===== src/sv/upd_pkg.sv =====
// shared types and constants for the url percent decoder with utf-8 check
// used by the front, queue, back end and top modules; depends on nothing
`default_nettype none

package upd_pkg;

  localparam int unsigned QueueDepth = 2;

  localparam logic [7:0] CharPct   = 8'h25;
  localparam logic [7:0] CharPlus  = 8'h2b;
  localparam logic [7:0] CharSpace = 8'h20;

  typedef enum logic [2:0] {
    PH_TEXT = 3'b001,
    PH_PCT  = 3'b010,
    PH_HEX  = 3'b100
  } upd_phase_e;

  typedef struct packed {
    logic [7:0] ch;
    logic       last;
    logic       is_zero;
    logic       is_pct;
    logic       is_plus;
    logic       hex_ok;
    logic [3:0] hex_val;
  } upd_item_t;

endpackage

`default_nettype wire


===== src/sv/upd_fifo.sv =====
// short queue of classified characters between front and back
// depends on upd_pkg
`default_nettype none

module upd_fifo import upd_pkg::*; #(
  parameter int unsigned DEPTH = QueueDepth
) (
  input  wire logic      clk_i,
  input  wire logic      rst_ni,
  input  wire logic      push_i,
  input  wire upd_item_t push_item_i,
  output logic           full_o,
  input  wire logic      pop_i,
  output upd_item_t      pop_item_o,
  output logic           valid_o
);

  localparam int unsigned AW = (DEPTH > 1) ? $clog2(DEPTH) : 1;
  localparam int unsigned CW = $clog2(DEPTH + 1);
  localparam logic [AW-1:0] LastIdx = AW'(DEPTH - 1);
  localparam logic [CW-1:0] FullCnt = CW'(DEPTH);

  upd_item_t      mem_q [DEPTH];
  logic [AW-1:0]  wr_ptr_q, wr_ptr_d;
  logic [AW-1:0]  rd_ptr_q, rd_ptr_d;
  logic [CW-1:0]  cnt_q, cnt_d;
  logic           do_push, do_pop;

  assign full_o     = (cnt_q == FullCnt);
  assign valid_o    = (cnt_q != '0);
  assign pop_item_o = mem_q[rd_ptr_q];
  assign do_push    = push_i && !full_o;
  assign do_pop     = pop_i && valid_o;

  always_comb begin
    wr_ptr_d = wr_ptr_q;
    rd_ptr_d = rd_ptr_q;
    cnt_d    = cnt_q;
    if (do_push) begin
      wr_ptr_d = (wr_ptr_q == LastIdx) ? '0 : wr_ptr_q + AW'(1);
    end
    if (do_pop) begin
      rd_ptr_d = (rd_ptr_q == LastIdx) ? '0 : rd_ptr_q + AW'(1);
    end
    if (do_push && !do_pop) begin
      cnt_d = cnt_q + CW'(1);
    end else if (!do_push && do_pop) begin
      cnt_d = cnt_q - CW'(1);
    end
  end

  always_ff @(posedge clk_i or negedge rst_ni) begin
    if (!rst_ni) begin
      wr_ptr_q <= '0;
      rd_ptr_q <= '0;
      cnt_q    <= '0;
    end else begin
      wr_ptr_q <= wr_ptr_d;
      rd_ptr_q <= rd_ptr_d;
      cnt_q    <= cnt_d;
    end
  end

  always_ff @(posedge clk_i) begin
    if (do_push) begin
      mem_q[wr_ptr_q] <= push_item_i;
    end
  end

endmodule

`default_nettype wire


===== src/sv/upd_front.sv =====
// input side: takes url characters and classifies them (hex digit, percent, plus, zero)
// depends on upd_pkg
`default_nettype none

module upd_front import upd_pkg::*; (
  input  wire logic       s_axis_tvalid,
  output logic            s_axis_tready,
  input  wire logic [7:0] s_axis_tdata,   // char_in
  input  wire logic       s_axis_tlast,   // last_char
  input  wire logic       q_full_i,
  output logic            q_push_o,
  output upd_item_t       q_item_o
);

  logic [7:0] c;

  assign c             = s_axis_tdata;
  assign s_axis_tready = !q_full_i;
  assign q_push_o      = s_axis_tvalid && !q_full_i;

  always_comb begin
    q_item_o         = '0;
    q_item_o.ch      = c;
    q_item_o.last    = s_axis_tlast;
    q_item_o.is_zero = (c == 8'h00);
    q_item_o.is_pct  = (c == CharPct);
    q_item_o.is_plus = (c == CharPlus);
    if (c >= 8'h30 && c <= 8'h39) begin
      q_item_o.hex_ok  = 1'b1;
      q_item_o.hex_val = c[3:0];
    end else if ((c >= 8'h61 && c <= 8'h66) || (c >= 8'h41 && c <= 8'h46)) begin
      q_item_o.hex_ok  = 1'b1;
      q_item_o.hex_val = 4'(c[2:0] + 3'd1) + 4'd8;
    end
  end

endmodule

`default_nettype wire


===== src/sv/upd_back.sv =====
// back end: escape decoding, percent-group tracking, utf-8 validation, result register
// depends on upd_pkg
`default_nettype none

module upd_back import upd_pkg::*; (
  input  wire logic       clk_i,
  input  wire logic       rst_ni,
  input  wire logic       q_valid_i,
  input  wire upd_item_t  q_item_i,
  output logic            q_pop_o,
  output logic            m_axis_tvalid,
  input  wire logic       m_axis_tready,
  output logic [7:0]      m_axis_tdata,   // out_byte
  output logic [1:0]      m_axis_tuser,   // byte_valid, decode_ok
  output logic            m_axis_tlast    // done_res
);

  upd_phase_e phase_q, phase_d;
  logic [3:0] nib_q, nib_d;
  logic [2:0] groups_q, groups_d;
  logic [1:0] uleft_q, uleft_d;
  logic [7:0] ulead_q, ulead_d;
  logic [1:0] upos_q, upos_d;
  logic [7:0] usec_q, usec_d;
  logic       failed_q, failed_d;

  logic       ovalid_q, ovalid_d;
  logic [7:0] obyte_q, obyte_d;
  logic [1:0] ouser_q, ouser_d;
  logic       olast_q, olast_d;

  logic       emit, dec_ok, utf_ok, produce, pop;
  logic [7:0] b, v;

  assign pop     = q_valid_i && (!ovalid_q || m_axis_tready);
  assign q_pop_o = pop;

  always_comb begin
    phase_d  = phase_q;
    nib_d    = nib_q;
    groups_d = groups_q;
    uleft_d  = uleft_q;
    ulead_d  = ulead_q;
    upos_d   = upos_q;
    usec_d   = usec_q;
    failed_d = failed_q;
    emit     = 1'b0;
    b        = 8'h00;
    v        = {nib_q, q_item_i.hex_val};
    dec_ok   = 1'b0;
    utf_ok   = 1'b1;

    if (!failed_q) begin
      unique case (phase_q)
        PH_TEXT: begin
          if (q_item_i.is_zero) begin
            failed_d = 1'b1;
          end else if (q_item_i.is_pct) begin
            phase_d = PH_PCT;
          end else if (groups_q != 3'd0) begin
            failed_d = 1'b1;
          end else begin
            b    = q_item_i.is_plus ? CharSpace : q_item_i.ch;
            emit = 1'b1;
          end
        end
        PH_PCT: begin
          if (!q_item_i.hex_ok) begin
            failed_d = 1'b1;
          end else begin
            nib_d   = q_item_i.hex_val;
            phase_d = PH_HEX;
          end
        end
        default: begin
          phase_d = PH_TEXT;
          if (!q_item_i.hex_ok) begin
            failed_d = 1'b1;
          end else begin
            b = v;
            if (groups_q != 3'd0) begin
              dec_ok = (v[7:6] == 2'b10);
              if (dec_ok) groups_d = groups_q - 3'd1;
            end else if (v[7]) begin
              if (v[7:6] != 2'b11) begin
                dec_ok = 1'b0;
              end else if (!v[5]) begin
                dec_ok = 1'b1; groups_d = 3'd1;
              end else if (!v[4]) begin
                dec_ok = 1'b1; groups_d = 3'd2;
              end else if (!v[3]) begin
                dec_ok = 1'b1; groups_d = 3'd3;
              end
            end else begin
              dec_ok = (v >= 8'h20) && (v < 8'h7f);
            end
            if (dec_ok) emit = 1'b1;
            else failed_d = 1'b1;
          end
        end
      endcase

      if (emit) begin
        if (uleft_q == 2'd0) begin
          if (b[7]) begin
            priority if (b[7:5] == 3'b110) begin
              if (b[7:1] == 7'b1100000) utf_ok = 1'b0;
              else uleft_d = 2'd1;
            end else if (b[7:4] == 4'b1110) begin
              uleft_d = 2'd2;
            end else if (b[7:3] == 5'b11110) begin
              if (b > 8'hf4) utf_ok = 1'b0;
              else uleft_d = 2'd3;
            end else begin
              utf_ok = 1'b0;
            end
            if (utf_ok) begin
              ulead_d = b;
              upos_d  = 2'd1;
            end
          end
        end else begin
          if (b[7:6] != 2'b10) begin
            utf_ok = 1'b0;
          end else if (upos_q == 2'd1) begin
            if ((ulead_q == 8'he0 && b[7:5] == 3'b100) ||
                (ulead_q == 8'hed && b[7:5] == 3'b101) ||
                (ulead_q == 8'hf0 && b[7:4] == 4'b1000) ||
                (ulead_q == 8'hf4 && b > 8'h8f)) begin
              utf_ok = 1'b0;
            end else begin
              usec_d = b;
            end
          end else if (upos_q == 2'd2) begin
            if (ulead_q == 8'hef && usec_q == 8'hbf && b[7:1] == 7'b1011111) begin
              utf_ok = 1'b0;
            end
          end
          if (utf_ok) begin
            uleft_d = uleft_q - 2'd1;
            upos_d  = upos_q + 2'd1;
          end
        end
        if (!utf_ok) begin
          failed_d = 1'b1;
          emit     = 1'b0;
        end
      end
    end

    produce = emit || q_item_i.last;
    obyte_d = emit ? b : 8'h00;
    olast_d = q_item_i.last;
    ouser_d = {q_item_i.last && !failed_d && phase_d == PH_TEXT &&
               groups_d == 3'd0 && uleft_d == 2'd0, emit};

    if (q_item_i.last) begin
      phase_d  = PH_TEXT;
      nib_d    = '0;
      groups_d = '0;
      uleft_d  = '0;
      ulead_d  = '0;
      upos_d   = '0;
      usec_d   = '0;
      failed_d = 1'b0;
    end

    if (pop) ovalid_d = produce;
    else if (m_axis_tready) ovalid_d = 1'b0;
    else ovalid_d = ovalid_q;
  end

  always_ff @(posedge clk_i or negedge rst_ni) begin
    if (!rst_ni) begin
      phase_q  <= PH_TEXT;
      nib_q    <= '0;
      groups_q <= '0;
      uleft_q  <= '0;
      ulead_q  <= '0;
      upos_q   <= '0;
      usec_q   <= '0;
      failed_q <= 1'b0;
      ovalid_q <= 1'b0;
    end else begin
      ovalid_q <= ovalid_d;
      if (pop) begin
        phase_q  <= phase_d;
        nib_q    <= nib_d;
        groups_q <= groups_d;
        uleft_q  <= uleft_d;
        ulead_q  <= ulead_d;
        upos_q   <= upos_d;
        usec_q   <= usec_d;
        failed_q <= failed_d;
      end
    end
  end

  always_ff @(posedge clk_i) begin
    if (pop && produce) begin
      obyte_q <= obyte_d;
      ouser_q <= ouser_d;
      olast_q <= olast_d;
    end
  end

  assign m_axis_tvalid = ovalid_q;
  assign m_axis_tdata  = obyte_q;
  assign m_axis_tuser  = ouser_q;
  assign m_axis_tlast  = olast_q;

endmodule

`default_nettype wire


===== src/sv/url_percent_decode_utf8_check_unit.sv =====
// Takes one url character per word and returns decoded bytes: '+' becomes a space,
// %XX becomes a byte that must be printable ascii or part of a complete percent-encoded
// utf-8 character, other non-zero characters pass unchanged; all output is checked as utf-8.
// A word carries a byte, a final-character result, or both; on the final character
// decode_ok tells whether the whole url was clean. Sustained rate is one character per
// cycle while the output is not stalled; each character passes through the queue and
// then the output register. A queue of QUEUE_DEPTH words lets input and output stall
// independently.
// depends on upd_pkg, upd_front, upd_fifo, upd_back
`default_nettype none

module url_percent_decode_utf8_check_unit import upd_pkg::*; #(
  parameter int unsigned QUEUE_DEPTH = QueueDepth
) (
  input  wire logic       clk_i,
  input  wire logic       rst_ni,
  input  wire logic       s_axis_tvalid,
  output logic            s_axis_tready,
  input  wire logic [7:0] s_axis_tdata,   // char_in
  input  wire logic       s_axis_tlast,   // last_char
  output logic            m_axis_tvalid,
  input  wire logic       m_axis_tready,
  output logic [7:0]      m_axis_tdata,   // out_byte
  output logic [1:0]      m_axis_tuser,   // byte_valid, decode_ok
  output logic            m_axis_tlast    // done_res
);

  logic      q_full, q_push, q_pop, q_valid;
  upd_item_t push_item, pop_item;

  upd_front u_front (
    .s_axis_tvalid (s_axis_tvalid),
    .s_axis_tready (s_axis_tready),
    .s_axis_tdata  (s_axis_tdata),
    .s_axis_tlast  (s_axis_tlast),
    .q_full_i      (q_full),
    .q_push_o      (q_push),
    .q_item_o      (push_item)
  );

  upd_fifo #(.DEPTH(QUEUE_DEPTH)) u_fifo (
    .clk_i       (clk_i),
    .rst_ni      (rst_ni),
    .push_i      (q_push),
    .push_item_i (push_item),
    .full_o      (q_full),
    .pop_i       (q_pop),
    .pop_item_o  (pop_item),
    .valid_o     (q_valid)
  );

  upd_back u_back (
    .clk_i         (clk_i),
    .rst_ni        (rst_ni),
    .q_valid_i     (q_valid),
    .q_item_i      (pop_item),
    .q_pop_o       (q_pop),
    .m_axis_tvalid (m_axis_tvalid),
    .m_axis_tready (m_axis_tready),
    .m_axis_tdata  (m_axis_tdata),
    .m_axis_tuser  (m_axis_tuser),
    .m_axis_tlast  (m_axis_tlast)
  );

endmodule

`default_nettype wire


===== config.mk =====
export PLATFORM = sky130hd
export DESIGN_NAME = url_percent_decode_utf8_check_unit
export DESIGN_NICKNAME = d
export VERILOG_FILES = /design/src/sv/upd_pkg.sv /design/src/sv/upd_fifo.sv /design/src/sv/upd_front.sv /design/src/sv/upd_back.sv /design/src/sv/url_percent_decode_utf8_check_unit.sv
export SDC_FILE = /design/constraint.sdc
export NUM_CORES = 1
export LEC_CHECK = 0
export ABC_AREA = 1
export ABC_CLOCK_PERIOD_IN_PS = 7880
export BUFFER_PORTS_ARGS = -buffer_cell sky130_fd_sc_hd__buf_2
export CAP_MARGIN = 30
export CORE_ASPECT_RATIO = 0.9
export CORE_UTILIZATION = 60
export DETAILED_ROUTE_END_ITERATION = 6
export PLACE_DENSITY = 0.79
export SLEW_MARGIN = 20
export SYNTH_ARGS = -nofsm -noshare
export SYNTH_HDL_FRONTEND = slang
export SYNTH_SLANG_ARGS = --single-unit

===== constraint.sdc =====
create_clock -name clk_i -period 7.88 [get_ports clk_i]
set_clock_uncertainty 0.2 [all_clocks]
set_input_delay 0.394 -clock clk_i [delete_from_list [all_inputs] [get_ports clk_i]]
set_output_delay 0.394 -clock clk_i [all_outputs]
set_load 0.03 [all_outputs]

# After elaboration in Yosys (flattened, before gate mapping)
# Memory sizes are Yosys's and may differ from the RTL's.
# Cells that the tools add are included.
[classes]
add_sub_neg = 9
n_lt_le_gt_ge = 10
eq_ne = 31
muxes = 120
n_bitwise = 1
n_reduce_logical = 54
[op_table]
columns = ["cell", "n"]
rows = [
  ["two-way mux 8 bit", 19],
  ["two-way mux 1 bit", 55],
  ["== test 8 bit, second input constant", 6],
  ["two-way mux 3 bit", 16],
  ["two-way mux 2 bit", 20],
  ["logical AND 1 bit", 21],
  ["nonzero test 2 bit", 10],
  ["== test 8 x 6 -> 1 bit, second input constant", 2],
  ["greater-or-equal comparator 8 x 6 -> 1 bit, second input constant", 2],
  ["greater-or-equal comparator 8 x 7 -> 1 bit, second input constant", 2],
  ["greater-than comparator 8 bit, second input constant", 2],
  ["less-or-equal comparator 8 x 7 -> 1 bit, second input constant", 2],
  ["two-way mux 4 bit", 4],
  ["case mux 8 bit (2 select lines)", 1],
  ["== test 7 bit, second input constant", 2],
  ["AND reduction 6 bit", 2],
  ["two-way mux 5 bit", 2],
  ["== test 3 bit, second input constant", 3],
  ["== test 4 bit, second input constant", 2],
  ["less-or-equal comparator 8 x 6 -> 1 bit, second input constant", 1],
  ["logical NOT 8 bit", 1],
  ["< comparator 8 x 7 -> 1 bit, second input constant", 1],
  ["inequality test 2 x 1 -> 1 bit, second input constant", 4],
  ["AND reduction 7 bit", 1],
  ["other kinds (24)", 44],
]
[word_totals]
register_bits = 47
ramBits = 34
inputBits = 13
output_inout_bits = 13
mem_count = 1
[mem_list]
columns = ["name", "words", "word_bits", "rd", "rd_clocked_by_memory_dff", "write_ports", "line_no", "text"]
rows = [
  ["u_fifo.mem_q", 2, 17, 1, 0, 1, "upd_fifo.sv:23", "upd_item_t mem_q [DEPTH];"],
]

# Longest topological paths before layout
# Gate-level depths: netlist of the first run.
# An unclocked memory read counts as a cell.
[depth]
ltp_word = 29
depth_mapped = 21

# Cells and area by module
# Synthesis of the first run repeated with hierarchy kept, for this count alone.
[hier_totals]
hier_cells = 553
area_unflattened_um2 = 4689.5
[by_module_without_submodules]
columns = ["module", "n_inst", "cells_each", "area_per_inst_um2"]
rows = [
  ["upd_back", 1, 377, 2761.4],
  ["upd_fifo", 1, 120, 1605.3],
  ["upd_front", 1, 56, 322.8],
]

# Worst setup path after synthesis of the first run
# Ideal clock, no wire load.
[synth_path]
kind = "flip-flop to flip-flop"
from = "reg u_back.groups_q[0]"
to = "reg u_back.obyte_q[0] (netlist: u_back.m_axis_tdata[0]), enable pin"
setup_time_ps = 339
arrival_time_ps = 2266
t_required_ps = 7341
setup_slack_ps = 5075
stages_incl_launch_ff = 18
n_path_buf = 0
path_cell_list = "dfrtp_1 > inv_1 > ha_1 > nand2_2 > inv_1 > nand3_1 > nor2_2 > nand2_2 > nand2_4 > inv_2 > nor2_2 > a21boi_2 > nand2_1 > nand2_2 > nand3_4 > nand2_1 > nand2_1 > inv_1"
[synth_via]
elab_chain_cells = 25
word_cells_on_any_way = 62
[synth_lines]
columns = ["item", "line_no", "text"]
rows = [
  ["start: declaration", "upd_back.sv:20", "logic [2:0] groups_q, groups_d;"],
  ["start signal: assignment", "upd_back.sv:189", "groups_q <= groups_d;"],
  ["nonzero test 3 bit (*)", "upd_back.sv:60, upd_back.sv:81", ""],
  ["branches (longest 20 deep; another with greater-than comparator 8 bit)", "--", ""],
  ["two-way mux 1 bit (*)", "upd_back.sv:103", "if (emit) begin"],
  ["two-way mux 1 bit (*)", "upd_back.sv:53", "if (!failed_q) begin"],
  ["logical OR 1 bit (*)", "upd_back.sv:151", "produce = emit || q_item_i.last;"],
  ["logical AND 1 bit (*)", "upd_back.sv:200", "if (pop && produce) begin"],
  ["end signal: assignment", "upd_back.sv:201", "obyte_q <= obyte_d;"],
  ["end: declaration", "upd_back.sv:28", "logic [7:0] obyte_q, obyte_d;"],
]
# Mark *: on every way between the ends. The select of a mux whose other input is x is not followed.
# A chain may end at the register's enable or synchronous reset.

# Worst setup path after layout of the first run
[layout_path]
from = "reg u_fifo.rd_ptr_q"
to = "reg u_back.obyte_q[6] (netlist: u_back.m_axis_tdata[6]), enable pin"
[layout_via]
elab_chain_cells = 26
word_cells_on_any_way = 71
[layout_lines]
columns = ["item", "line_no", "text"]
rows = [
  ["start: declaration", "upd_fifo.sv:25", "logic [AW-1:0] rd_ptr_q, rd_ptr_d;"],
  ["start signal: assignment", "upd_fifo.sv:59", "rd_ptr_q <= rd_ptr_d;"],
  ["memory read (2 x 17 bit) (*)", "--", ""],
  ["branches (longest 23 deep; another with greater-than comparator 8 bit)", "--", ""],
  ["logical OR 1 bit (*)", "upd_back.sv:151", ""],
  ["logical AND 1 bit (*)", "upd_back.sv:200", ""],
]
# Marks and branches as above.

==> flow_metrics.tcl, run 1 <==
set metrics [dict create \
    syn2layout_area_growth_pct 8.53 \
    dieWidth_um 95.2 \
    cts_tree "built" \
    synthTopCellsByArea "edfxtp_1, dfrtp_1, nand2_1" \
    powerDensity_mw_per_mm2 352 \
    final_util 0.675 \
    leakagePower_nw 2.27 \
    min_path_type "input pin to register" \
    hold_depth 1 \
    io_buffers 25 \
    gp_congestion 0.943 \
    cp-end-kind "register" \
    timing.fmax_mhz 271 \
    dr.pass1.iters 4 \
    synth_top_area_cell "edfxtp_1" \
    synth_fp_nets 565 \
    synth_compound_area_frac 0.103 \
    die_h_um 85.9 \
    regArea_mm2 0.00225 \
    cap_violations 0 \
    avgSynthCellArea_um2 8.68 \
    start_kind "register" \
    yosysWarnings 0 \
    grt_pass1_vias 3589 \
    post_cts_resized 0 \
    antenna_left 0 \
    num_antenna_cells 0 \
    muxShareOfSynthArea 0 \
    std_cell_rows 30 \
    synthXorXnorAreaFrac 0.00560 \
    wl_per_cell_um 15.3 \
    final_cell_mix "nand2_1, inv_1, nor2_1, edfxtp_1, dfrtp_1" \
    ios 26 \
    coreArea_mm2 0.00754 \
    arrival_ns 3.51 \
    n_fill_cell 612 \
    ys_ff_latch 81 \
    htreeDepth 3 \
    clkLatencyLatePin_ns 0.37 \
    drc 0 \
    post-route-period-util 0.468 \
    period_needed_ns 3.68 \
    slew_headroom 0.539 \
    critPathKind "register to register" \
    tightest_slew_ns 0.688 \
    first_iter_violations 215 \
    cts.sinks 81 \
    clockBufferDepth 2 \
    grt_usage 0.278 \
    multi_input_area_mm2 0.00211 \
    drive_gt1_frac 0.206 \
    overflow 0 \
    reg2regPathDepth 16 \
    finalSetupTns_ns 0 \
    antenna_found_initial 0 \
    synth_top_area_frac 0.288 \
    synth_area_mm2 0.00469 \
    yosys.area_share.simple 0.312 \
    cts_buffers 9 \
    grt_max_degree 37 \
    maxSlewViolCount 0 \
    clk_pin_slew_ns 0.09 \
    wl_um 10300 \
    grt_first_pass_wirelength_um 17100 \
    hold_viol_final 0 \
    die_area_mm2 0.00818 \
    vias 3704 \
    rsz0062_at_grt "false" \
    dp_hpwl_um 7710 \
    routed_via_density 5.49 \
    yosysUniqueCellTypes 44 \
    floorplan.initialDensity 0.622 \
    final_common_cell "nand2_1" \
    synth_top_family_by_area "simple AND/OR/NAND/NOR gates" \
    yosysSeqAreaShare 0.480 \
    synthCells 541 \
    cp_max_fo 20 \
    status "completed" \
    finalPower_mw 1.79 \
    layout.nets 598 \
    synthAdderAreaFrac 0.0293 \
    cp.required_ns 7.70 \
    clock-root-buffer "clkbuf_8" \
    peakVddDrop_mv 0.285 \
    finalSetupViolations 0 \
]
==> worst max-delay path, cell delays in order (launching register included) <==
cell and delay [ns]:
dfrtp_1 0.76, inv_2 0.33, nand2_1 0.19, nand2_2 0.10, nor2_4 0.19, nand3_1 0.10, nand2_1 0.19, nand2_1 0.09
nand3_1 0.09, nand3_1 0.09, nand2_1 0.14, nand2_1 0.10, nand2_2 0.11, nand3_4 0.14, nand2_1 0.09, nand2_1 0.08
inv_1 0.35
==> where the power goes <==
part / total, mW / switching, mW / internal, mW
registers: 0.662 / 0.0716 / 0.590
logic: 0.848 / 0.610 / 0.238
clock network: 0.281 / 0.163 / 0.118
total: 1.79 / 0.845 / 0.946
==> per-layer routing <==
| metal | track usage | wire [um] | vias up |
|---|---|---|---|
| met5 | 0 | 0 | - |
| li1 | - | - | 1846 |
| met4 | 0.0813 | 150 | 0 |
| met2 | 0.447 | 4930 | 104 |
| met1 | 0.377 | 4720 | 1737 |
| met3 | 0.0612 | 499 | 17 |
==> flip-flops by register name, indices dropped and copies added, names as in the netlist, 3 cells and up <==
register	cells
u_fifo.mem_q	34
u_back.m_axis_tdata	8
u_back.ulead_q	8
u_back.usec_q	8
u_back.nib_q	4
u_back.groups_q	3
u_back.phase_q	3
==> layout make-up <==
type | instances | share of cell area
Clock buffer | 10 | 0.0251
Clock inverter | 6 | 0.00983
Inverter | 68 | 0.0501
Multi-Input combinational cell | 384 | 0.414
Sequential cell | 81 | 0.442
Tap cell | 96 | 0.0236
Timing Repair Buffer | 30 | 0.0349
==> per-stage QoR <==
step	cells	setup WS, ns	hold WS [ns]	area [um2]
2_1_floorplan	541	5.07	-0.102	4690
5_1_grt	675	3.76	0.0137	5090
3_3_place_gp	657	4.44	0.258	4890
3_5_place_dp	657	4.24	0.267	4890
4_1_cts	674	4.25	0.0137	5070
6_report	675	4.20	0.0219	5090
==> repair_timing <==
action	CTS	global route
buffers inserted	0	0
hold buffers	1	0
endpoints found under the setup margin	0	0
hold endpoints to repair	35	0
==> synthesized netlist by cell type (all sizes together) <==
master,instances
a21boi,1
a21oi,11
a22oi,1
a311oi,1
a31oi,1
a32o,1
and2,1
buf,6
clkbuf,2
dfrtp,35
dfstp,1
edfxtp,45
ha,11
inv,68
nand2,174
nand3,41
nand3b,3
nand4,7
nor2,66
nor3,5
nor4,2
o211ai,3
o21a,1
o21ai,42
o221ai,1
o22ai,5
o31ai,1
o32ai,1
or2,1
xnor2,2
xor2,1
==> cells by family (layout without fill, tap and decap cells) <==
family / count (synthesis) / count (layout)
compound gates: 70 / 70
xor+xnor: 3 / 3
fa+ha+maj: 11 / 11
buf+inv: 76 / 114
flops: 81 / 81
simple gates: 300 / 300
==> final timing paths <==
path | start | endpoint | slack [ns]
setup / recovery | u_fifo.rd_ptr_q | u_back.m_axis_tdata[6] | 4.20
hold / removal | s_axis_tlast | u_fifo.mem_q[0][8] | 0.02
setup reg to reg | u_fifo.rd_ptr_q | u_back.m_axis_tdata[6] | 4.20
hold reg to reg | u_back.usec_q[7] | u_back.usec_q[7] | 0.30
max in group asynchronous | rst_ni | u_back.ulead_q[7] | 6.77
min in group asynchronous | rst_ni | u_back.uleft_q[0] | 0.26
Power figures use the tool's default switching activity.
==> run 2, diff against run 1 <==
--- a/config.mk
+++ b/config.mk
@@ -6,7 +6,7 @@
 export NUM_CORES = 1
 export LEC_CHECK = 0
 export ABC_AREA = 1
-export ABC_CLOCK_PERIOD_IN_PS = 7880
+export ABC_CLOCK_PERIOD_IN_PS = 3730
 export BUFFER_PORTS_ARGS = -buffer_cell sky130_fd_sc_hd__buf_2
 export CAP_MARGIN = 30
 export CORE_ASPECT_RATIO = 0.9
==> constraint.sdc (replaced) <==
create_clock -name clk_i -period 3.73 [get_ports clk_i]
set_clock_uncertainty 0.2 [all_clocks]
set_input_delay 0.1865 -clock clk_i [delete_from_list [all_inputs] [get_ports clk_i]]
set_output_delay 0.1865 -clock clk_i [all_outputs]
set_load 0.03 [all_outputs]
==> run 2 against run 1 <==
  * Sequential share of layout area fell by 0.75 points
  * Final area rose by 1.7%
  * Cell count rose by 1.5%
  * Critical path depth rose by 1
  * Core utilization rose by 1.2 points
  * Non-clock buffer count rose by 10
  * First-iteration DRC count rose by 35%
  * Critical endpoint is now u_back.m_axis_tdata[7]
  * Highest routed layer unchanged
==> flow_metrics.tcl, run 2 (same netlist as run 1, synthesis figures left out) <==
set metrics [dict create \
    ios 26 \
    peakVddDrop_mv 0.483 \
    min_path_type "input pin to register" \
    pwr-share-clk 0.154 \
    coreArea_mm2 0.00754 \
    wl_per_cell_um 15.2 \
    hold_viol_final 0 \
    finalSetupTns_ns 0 \
    regArea_mm2 0.00225 \
    placed_area_mm2 0.00489 \
    multi_input_area_mm2 0.00211 \
    fin_area_mm2 0.00518 \
    post_cts_resized 0 \
    cap_violations 0 \
    die_h_um 85.9 \
    maxSlewViolCount 0 \
    period_needed_ns 3.26 \
    status "completed" \
    grt_usage 0.283 \
    syn2layout_area_growth_pct 10.4 \
    clockBufferDepth 2 \
    drive_gt1_frac 0.202 \
    first_iter_violations 291 \
    drc 0 \
    cp_max_fo 11 \
    timing.fmax_mhz 307 \
    die_area_mm2 0.00818 \
    clock-root-buffer "clkbuf_8" \
    arrival_ns 3.08 \
    wl_um 10400 \
    p_comb_frac 0.488 \
    powerDensity_mw_per_mm2 735 \
    routed_via_density 5.49 \
    leakagePower_nw 2.32 \
    dieWidth_um 95.2 \
    post-route-period-util 0.873 \
    swShare 0.472 \
    cts_buffers 9 \
    grt_pass1_vias 3596 \
    floorplan.initialDensity 0.622 \
    dp_hpwl_um 7610 \
    final_common_cell "nand2_1" \
    final_cell_mix "nand2_1, inv_1, nor2_1, edfxtp_1, dfrtp_1" \
    critPathKind "register to register" \
    layout.nets 608 \
    grt_first_pass_wirelength_um 17400 \
    antenna_found_initial 0 \
    internal_power_mw 2.01 \
    antenna_left 0 \
    overflow 0 \
    num_antenna_cells 0 \
    power.switching_mw 1.80 \
    p_seq_frac 0.358 \
    start_kind "register" \
    largest_register_ffs 34 \
    dp_slack_ns 0.500 \
    io_buffers 25 \
    final_util 0.687 \
    htreeDepth 3 \
    std_cell_rows 30 \
    whs_ns 0.0521 \
    dr.pass1.iters 7 \
    cp-end-kind "register" \
    cts.sinks 81 \
    rsz0062_at_grt "false" \
    grt_max_degree 37 \
    gp_congestion 0.907 \
    tightest_slew_ns 0.847 \
    cts_tree "built" \
    n_fill_cell 584 \
    clk_pin_slew_ns 0.09 \
    vias 3759 \
    slew_headroom 0.436 \
    clkLatencyLatePin_ns 0.36 \
    finalSetupViolations 0 \
    top_register "u_fifo.mem_q" \
    setup_slack_ns 0.472 \
    cp.required_ns 3.55 \
]
run 2: changes by cell type in the layout (fill, tap and decap cells not counted), sizes merged:
cell and change:
clkbuf -1, clkinvlp -1, clkinv +2, dlygate4sd3 +10
run 2: routing by layer:
layer  vias up  track usage  part of all wire
li1       1857            -                 -
met1      1734        0.385              0.46
met2       146        0.448              0.47
met3        22       0.0683             0.060
met4         0       0.0909             0.019
met5         -            0                 0
run 2: power by group through the flow:
stage / clock (mW) / combinational [mW] / sequential, mW
final: 0.587 / 1.86 / 1.36
after global routing: 0.638 / 2.06 / 1.39
after CTS: 0.605 / 1.85 / 1.36
after detailed placement: 0 / 1.84 / 1.38
after global placement: 0 / 1.80 / 1.38
after floorplan: 0 / 1.31 / 1.50
run 2: stage by stage:
| step | total power [mW] | std cells |
|---|---|---|
| after detailed placement | 3.21 | 658 |
| final | 3.81 | 685 |
| after floorplan | 2.81 | 541 |
| after global placement | 3.18 | 658 |
| after CTS | 3.82 | 685 |
| after global routing | 4.09 | 685 |
run 2: cell type report:
type                    instances  share of cell area
multi-input cells             384               0.407
repair buffers                 40              0.0512
flip-flops and latches         81               0.435
clock buffers                   9              0.0239
clock inverters                 7              0.0104
well taps                      96              0.0232
inverters                      68              0.0493
run 2: path summary, 6_finish.rpt:
kind                                    start                     end  slack (ns)  cells after the start
min                             s_axis_tvalid         u_fifo.wr_ptr_q        0.05                      5
max                        u_back.groups_q[0]  u_back.m_axis_tdata[7]        0.47                     17
max reg2reg                u_back.groups_q[0]  u_back.m_axis_tdata[7]        0.47                     17
min in group asynchronous              rst_ni       u_back.uleft_q[1]        0.26                      2
min reg2reg                 u_back.ulead_q[5]       u_back.ulead_q[5]        0.30                      2
max in group asynchronous              rst_ni         u_fifo.cnt_q[0]        2.53                      2
run 2: critical path, stage by stage (launching register included):
cell and delay (ns):
dfrtp_1 0.37, inv_1 0.13, ha_1 0.20, nand2_2 0.12, inv_1 0.15, nand3_1 0.11
nor2_2 0.18, nand2_2 0.11, nand2_4 0.11, inv_2 0.07, nor2_2 0.09, a21boi_2 0.23
nand2_1 0.11, nand2_2 0.11, nand3_4 0.13, nand2_1 0.08, nand2_1 0.08, inv_1 0.34
run 2: what timing repair did:
item / CTS / global route
setup buffers: 0 / 0
hold endpoints to repair: 54 / 0
hold buffers: 11 / 0
